[config.mk]
export PLATFORM = sky130hd
export DESIGN_NAME = lifo_stack_engine_top
export DESIGN_NICKNAME = d
export VERILOG_FILES = /design/src/sv/lse_pkg.sv /design/src/sv/lifo_stack_engine_top.sv /design/src/sv/lse_dp.sv /design/src/sv/lse_ctrl.sv
export SDC_FILE = /design/constraint.sdc
export NUM_CORES = 2
export LEC_CHECK = 0
export BUFFER_PORTS_ARGS = -buffer_cell sky130_fd_sc_hd__buf_2
export CAP_MARGIN = 20
export CORE_UTILIZATION = 40
export CTS_BUF_LIST = sky130_fd_sc_hd__clkbuf_8
export CTS_CLUSTER_DIAMETER = 50
export DETAILED_ROUTE_END_ITERATION = 8
export GPL_ROUTABILITY_DRIVEN = 0
export RECOVER_POWER = 25
export SLEW_MARGIN = 20
export SYNTH_ARGS = -nofsm -noshare
export SYNTH_HDL_FRONTEND = slang
export SYNTH_SLANG_ARGS = --single-unit
[constraint.sdc]
create_clock -name clk -period 9.86 [get_ports clk]
set_clock_uncertainty 0.05 [all_clocks]
set_input_delay 0.986 -clock clk [delete_from_list [all_inputs] [get_ports clk]]
set_output_delay 0.986 -clock clk [all_outputs]
set_load 0.03 [all_outputs]
[src/sv/lse_pkg.sv]
// Shared types, constants and codes of the LIFO stack engine.
package lse_pkg;

	localparam int DEPTH  = 64;
	localparam int CNT_W  = $clog2(DEPTH + 1);
	localparam int ADDR_W = $clog2(DEPTH);

	localparam logic [2:0] CMD_PUSH    = 3'd0;
	localparam logic [2:0] CMD_POP     = 3'd1;
	localparam logic [2:0] CMD_PEEK    = 3'd2;
	localparam logic [2:0] CMD_CLEAR   = 3'd3;
	localparam logic [2:0] CMD_DISPLAY = 3'd4;

	localparam logic [2:0] ST_OK            = 3'd0;
	localparam logic [2:0] ST_OVERFLOW      = 3'd1;
	localparam logic [2:0] ST_UNDERFLOW     = 3'd2;
	localparam logic [2:0] ST_ALREADY_EMPTY = 3'd3;
	localparam logic [2:0] ST_EMPTY_DISPLAY = 3'd4;

	typedef struct packed {
		logic [2:0]         command;
		logic signed [31:0] push_value;
	} in_item_t;

	typedef struct packed {
		logic signed [31:0] data_word;
		logic [2:0]         status;
		logic               last_of_run;
		logic [6:0]         fill_count;
	} out_item_t;

	typedef struct packed {
		logic       push_wr;
		logic       pop_dec;
		logic       clear_all;
		logic       rd_top;
		logic       rd_next;
		logic       ld_status;
		logic [2:0] status;
		logic       ld_word;
		logic       last;
	} ctrl_cmd_t;

	typedef struct packed {
		logic [2:0] command;
		logic       empty;
		logic       full;
		logic       idx_zero;
		logic       out_last;
	} dp_stat_t;

endpackage

[src/sv/lifo_stack_engine_top.sv]
// Top level of the LIFO stack engine.
// Usage:
//   Input channel in_valid/in_ready/in_data carries one command beat: a command
//   code and a signed 32-bit push value. Output channel out_valid/out_ready/
//   out_data carries result beats: data word, status, last-of-run mark and the
//   fill count after the command.
//   One item is in work at a time; in_ready is high only while the engine waits.
//   Push, clear, and pop, peek or display on an empty stack: result shows in the
//   cycle after the input beat.
//   Pop and peek: the registered memory read loads the word into rdata_q, then
//   the result register takes it and shows the result beat.
//   Display of N words: N result beats, top word first; each next word is read
//   only after the previous beat is taken. The memory read port sets the pace.
//   Unused command codes are taken and dropped without a result.
//   When the receiver stalls, the result register holds its beat and no input
//   is taken. Reset clears the fill count and the controller; stored words are
//   left as they are and never read before being written.
module lifo_stack_engine_top import lse_pkg::*; (
	input  logic      clk,
	input  logic      arst_n,
	input  logic      in_valid,
	output logic      in_ready,
	input  in_item_t  in_data,
	output logic      out_valid,
	input  logic      out_ready,
	output out_item_t out_data
);

	ctrl_cmd_t cmd;
	dp_stat_t  stat;

	lse_ctrl u_ctrl (
		.clk       (clk),
		.arst_n    (arst_n),
		.in_valid  (in_valid),
		.in_ready  (in_ready),
		.out_valid (out_valid),
		.out_ready (out_ready),
		.stat      (stat),
		.cmd       (cmd)
	);

	lse_dp u_dp (
		.clk      (clk),
		.arst_n   (arst_n),
		.in_data  (in_data),
		.cmd      (cmd),
		.stat     (stat),
		.out_data (out_data)
	);

endmodule

[src/sv/lse_dp.sv]
// Datapath of the LIFO stack engine: word memory, fill count, read index and result register.
module lse_dp import lse_pkg::*; (
	input  logic      clk,
	input  logic      arst_n,
	input  in_item_t  in_data,
	input  ctrl_cmd_t cmd,
	output dp_stat_t  stat,
	output out_item_t out_data
);

	logic signed [31:0] mem [DEPTH];
	logic signed [31:0] rdata_q;
	logic [CNT_W-1:0]   count_q;
	logic [CNT_W-1:0]   count_d;
	logic [ADDR_W-1:0]  idx_q;
	logic [ADDR_W-1:0]  rd_addr;
	logic               rd_en;
	out_item_t          out_q;

	always_comb begin
		count_d = count_q;
		priority if (cmd.push_wr) begin
			count_d = count_q + CNT_W'(1);
		end else if (cmd.pop_dec) begin
			count_d = count_q - CNT_W'(1);
		end else if (cmd.clear_all) begin
			count_d = '0;
		end
	end

	assign rd_en   = cmd.rd_top | cmd.rd_next;
	assign rd_addr = cmd.rd_next ? (idx_q - ADDR_W'(1))
	                             : (count_q[ADDR_W-1:0] - ADDR_W'(1));

	always_ff @(posedge clk or negedge arst_n) begin
		if (!arst_n) begin
			count_q <= '0;
		end else begin
			count_q <= count_d;
		end
	end

	always_ff @(posedge clk) begin
		if (cmd.push_wr) begin
			mem[count_q[ADDR_W-1:0]] <= in_data.push_value;
		end
		if (rd_en) begin
			rdata_q <= mem[rd_addr];
			idx_q   <= rd_addr;
		end
	end

	always_ff @(posedge clk) begin
		if (cmd.ld_status) begin
			out_q.data_word   <= '0;
			out_q.status      <= cmd.status;
			out_q.last_of_run <= 1'b1;
			out_q.fill_count  <= 7'(count_d);
		end else if (cmd.ld_word) begin
			out_q.data_word   <= rdata_q;
			out_q.status      <= ST_OK;
			out_q.last_of_run <= cmd.last;
			out_q.fill_count  <= 7'(count_q);
		end
	end

	assign stat.command  = in_data.command;
	assign stat.empty    = (count_q == '0);
	assign stat.full     = (count_q == CNT_W'(DEPTH));
	assign stat.idx_zero = (idx_q == '0);
	assign stat.out_last = out_q.last_of_run;
	assign out_data      = out_q;

endmodule

[src/sv/lse_ctrl.sv]
// Controller state machine of the LIFO stack engine.
module lse_ctrl import lse_pkg::*; (
	input  logic      clk,
	input  logic      arst_n,
	input  logic      in_valid,
	output logic      in_ready,
	output logic      out_valid,
	input  logic      out_ready,
	input  dp_stat_t  stat,
	output ctrl_cmd_t cmd
);

	typedef enum logic [2:0] {
		S_IDLE = 3'b001,
		S_RD   = 3'b010,
		S_OUT  = 3'b100
	} state_t;

	state_t state_q;
	state_t state_d;
	logic   disp_q;
	logic   disp_d;

	assign in_ready  = (state_q == S_IDLE);
	assign out_valid = (state_q == S_OUT);

	always_comb begin
		state_d = state_q;
		disp_d  = disp_q;
		cmd     = '0;
		unique case (state_q)
			S_IDLE: begin
				if (in_valid) begin
					disp_d = 1'b0;
					unique case (stat.command)
						CMD_PUSH: begin
							cmd.ld_status = 1'b1;
							state_d       = S_OUT;
							if (stat.full) begin
								cmd.status = ST_OVERFLOW;
							end else begin
								cmd.push_wr = 1'b1;
								cmd.status  = ST_OK;
							end
						end
						CMD_POP: begin
							if (stat.empty) begin
								cmd.ld_status = 1'b1;
								cmd.status    = ST_UNDERFLOW;
								state_d       = S_OUT;
							end else begin
								cmd.pop_dec = 1'b1;
								cmd.rd_top  = 1'b1;
								state_d     = S_RD;
							end
						end
						CMD_PEEK: begin
							if (stat.empty) begin
								cmd.ld_status = 1'b1;
								cmd.status    = ST_UNDERFLOW;
								state_d       = S_OUT;
							end else begin
								cmd.rd_top = 1'b1;
								state_d    = S_RD;
							end
						end
						CMD_CLEAR: begin
							cmd.ld_status = 1'b1;
							state_d       = S_OUT;
							if (stat.empty) begin
								cmd.status = ST_ALREADY_EMPTY;
							end else begin
								cmd.clear_all = 1'b1;
								cmd.status    = ST_OK;
							end
						end
						CMD_DISPLAY: begin
							if (stat.empty) begin
								cmd.ld_status = 1'b1;
								cmd.status    = ST_EMPTY_DISPLAY;
								state_d       = S_OUT;
							end else begin
								cmd.rd_top = 1'b1;
								disp_d     = 1'b1;
								state_d    = S_RD;
							end
						end
						default: begin
							state_d = S_IDLE;
						end
					endcase
				end
			end
			S_RD: begin
				cmd.ld_word = 1'b1;
				cmd.last    = !disp_q || stat.idx_zero;
				state_d     = S_OUT;
			end
			S_OUT: begin
				if (out_ready) begin
					if (disp_q && !stat.out_last) begin
						cmd.rd_next = 1'b1;
						state_d     = S_RD;
					end else begin
						state_d = S_IDLE;
					end
				end
			end
			default: begin
				state_d = S_IDLE;
			end
		endcase
	end

	always_ff @(posedge clk or negedge arst_n) begin
		if (!arst_n) begin
			state_q <= S_IDLE;
			disp_q  <= 1'b0;
		end else begin
			state_q <= state_d;
			disp_q  <= disp_d;
		end
	end

endmodule

==> results.md <==
* Status: complete, but fails checks
* Violated checks: capacitance limit, slew limit
* Total setup buffers inserted after CTS at 0
* R2R Path End: u_dp.rdata_q[22]
* Drt total wl at 269000 um
* Yosys top cell area share at between 70 and 80%
* Fill count at 18100
* Internal reg-to-reg setup slack at ~2900 ps
* Clock latency on the worst-skew pair at 1090 ps
* All-Layer GR Usage at between 20 and 30%
* Synth Register Bits at around 2100
* Pwr dens at between 200 and 300 mW/mm^2
* Leakage power at around 31 nW
* TritonCTS buffer count at 350
* Via count at a little over 50000
* Residual DRC at 0
* Worst relative slew slack at -124%
* CORE AREA at around 0.21 sq mm
* Synthesized area at ~0.084 sq mm
* Vias per cell at 6.03
* Setup TNS Final at 0 ps
* Worst slack at placement at around 2900 ps
* Fmax achieved at approximately 0.14 GHz
* Final Power at ~27 mW
* DP HPWL at ~140000 um
* Worst Path Max Fanout at 80
* Clock network power share at 26.4%
* Sequential Power Share at roughly two fifths
* FF-to-FF Start: u_ctrl.state_q[0]
* CTS Buffer Depth at 4
* FF-to-FF path depth at 15
* Layout cells sized above 1 at between 10% and 20%
* CTS Sinks at around 2100
* Fin crit period at between 6000 and 7000 ps
* CTS tree: yes
* Clk root buf: clkbuf_8
* Critical Path RT at roughly 11000 ps
* Largest net degree at the start of global routing at approximately 170
* Synth unique cells at 81
* Remaining global-route overflow at 0
* CP Data Arrival Time at around 7800 ps
* Syn. warnings at 0
* Syn nets at roughly 5300
* Hold-critical path depth at 3
* Seq/Total Area, Yosys at between 70% and 80%
* Most common cell in the netlist: edfxtp_1
* Post-synthesis area per instance at 15.9 sq um
* # IOs at 84
* Die Wd at roughly 460 um
* Final worst setup slack at 2880 ps
* Initial antenna violation count at 17
* Initial Util at between 40 and 50%
* # rows at approximately 170
* P&R area growth vs syn at 12.0%
* CTS resizes at 0
* Switching power at approximately 10 mW
* H-Tree Level Count at 5
* Switching share of power at ~38%
* First-pass GRT wire length at 374000 um
* Post-synth EDFFs at ~2100
* Sequential cell area at roughly 0.064 sq mm
* Crit share post-route at 70.7%
* DR iter-0 viols at 7679
* Critical Path Sink Type: register
* Comb power frac at around 35%
* Slew @ Worst Pin at 3350 ps
* Final Max Tran Viols at around 1100
* Worst hold start: out_ready
* Post-synth top cells: edfxtp_1 (2096), nand2_1 (1049), nand3_1 (294)
* Clk slew on worst S/H paths at approximately 60 ps
* Post-synth ARST share at less than 1%
* Area of the multi-input gates at 0.0184 sq mm
* Worst setup SP type: register
* Per-cell routed wire length at approximately 32 um
* Die ar. at roughly 0.21 sq mm
* Crit path kind: register to register
* Worst Hold Endpoint: u_ctrl.state_q[0]
* Vias in the first global route at a little under 50000
* Final setup vio count at 0
* MaxCap Viol Count at 17
* Unrepaired setup endpoints after global routing: false
* Top cells by area, synth: edfxtp_1 (75%), nand2_1 (4.7%), mux4_2 (4.2%), mux2i_1 (2.2%), nand3_1 (1.8%)
* Routed Antenna Nets at 0
* Most used flip-flop cell after synthesis: edfxtp_1
* Worst min path class: input pin to register
* Area leader, netlist: edfxtp_1
* DR pass1 iterations at 8
* Post-Syn Instances at 5269
* Cts hold-fix bufs at 1
* Die height at between 400 and 500 um
* Fin. Hold Viols at 0
* Internal at approximately 17 mW
* Final Net Count at 5536
* I/O Buffers at 83
* Peak supply drop at approximately 0.27 mV
-- metal layers --
| layer | global-route usage (%) | part of all wire (%) | routed length (um) |
|---|---|---|---|
| met5 | 0 | 0.038 | 103 |
| met4 | 9.36 | 3.9 | 10400 |
| met3 | 5.74 | 11 | 30100 |
| met2 | 38.7 | 46 | 123000 |
| met1 | 34.9 | 39 | 105000 |
-- state kept, by name (all words and copies together) (netlist names) --
signal,count
u_dp.mem,2048
u_dp.count_q,7
u_ctrl.state_q,3
u_ctrl.disp_q,1
u_dp.rdata_q,32
u_dp.idx_q,6
u_dp.out_data,43
-- cell families (layout without fill, tap and decap cells) --
family / after synthesis / in the layout / synth area share, %
mux: 353 / 353 / 6.56
buf+inv: 361 / 824 / 2.15
fa+ha+maj: 3 / 3 / 0.0449
xor+xnor: 8 / 8 / 0.0839
other cells: 0 / 3 / 0
flops: 2140 / 2140 / 76.5
simple gates: 1715 / 1715 / 9.01
compound gates: 689 / 689 / 5.67
-- cells in the final DEF (no fill, tap or decap), types with 22 or more instances in the layout --
master    count
a211oi_1     67
a21oi_1     166
a221oi_1     22
a22oi_1      34
a31oi_1     116
a32oi_1      76
and3_1       64
buf_2        65
buf_4       117
clkbuf_1     22
clkbuf_8    361
clkinv_1     83
clkinv_2     36
dfxtp_1      33
edfxtp_1   2096
inv_1       104
mux2i_1     181
mux4_2      154
nand2_1    1048
nand3_1     293
nand4_1      87
nor2_1       36
nor2_4       66
nor3_1       35
o21ai_0      39
o22ai_1      38
-- metrics by stage --
step | hold WS (ps) | util (%) | std cells | cell area, sq um
6_report | 178 | 45.1 | 8523 | 93500
5_1_grt | 200 | 45.1 | 8522 | 93500
4_1_cts | 105 | 45.1 | 8517 | 93500
3_5_place_dp | 396 | 42.2 | 7926 | 87400
3_3_place_gp | 393 | 42.1 | 7920 | 87300
2_1_floorplan | 421 | - | 5269 | 83500
-- worst max path at each step --
stage	startpoint	endpoint	slack, ps	cells after the start
floorplan	out_ready	u_dp.rdata_q[0]	4620	18
global placement	out_ready	u_dp.rdata_q[22]	2880	15
detailed placement	out_ready	u_dp.rdata_q[22]	2870	15
CTS	u_ctrl.state_q[0]	u_dp.rdata_q[22]	3180	15
global route	u_ctrl.state_q[0]	u_dp.rdata_q[13]	2830	17
finish	u_ctrl.state_q[0]	u_dp.rdata_q[22]	2880	15
-- cell type report --
class,instances,area share [%]
clock buffer,361,5.31
inverter,15,0.0936
antenna,3,0.00803
clock inverter,229,1.20
timing repair buffer,219,1.70
tap,2788,3.73
multi-input combinational,2768,19.7
sequential,2140,68.3
-- power groups by stage --
stage               clock network (mW)  registers, mW  logic [mW]
CTS                               7.11           10.4        9.03
floorplan                            0           10.6        5.78
global route                      7.47           10.4        9.63
finish                            7.03           10.4        9.19
detailed placement                   0           10.6        9.01
global placement                     0           10.6        8.96
-- critical path: stages, from the launching register on --
cell and delay [ps]:
dfstp_2 570, or3b_1 370, inv_2 210, nand3_2 110
buf_4 620, nand2_8 620, inv_1 280, ha_4 410
inv_8 530, buf_4 760, nor2_4 200, buf_12 270
a32oi_1 340, a31oi_1 170, nor4_1 750, a41o_1 290
Power figures use the tool's default switching activity.
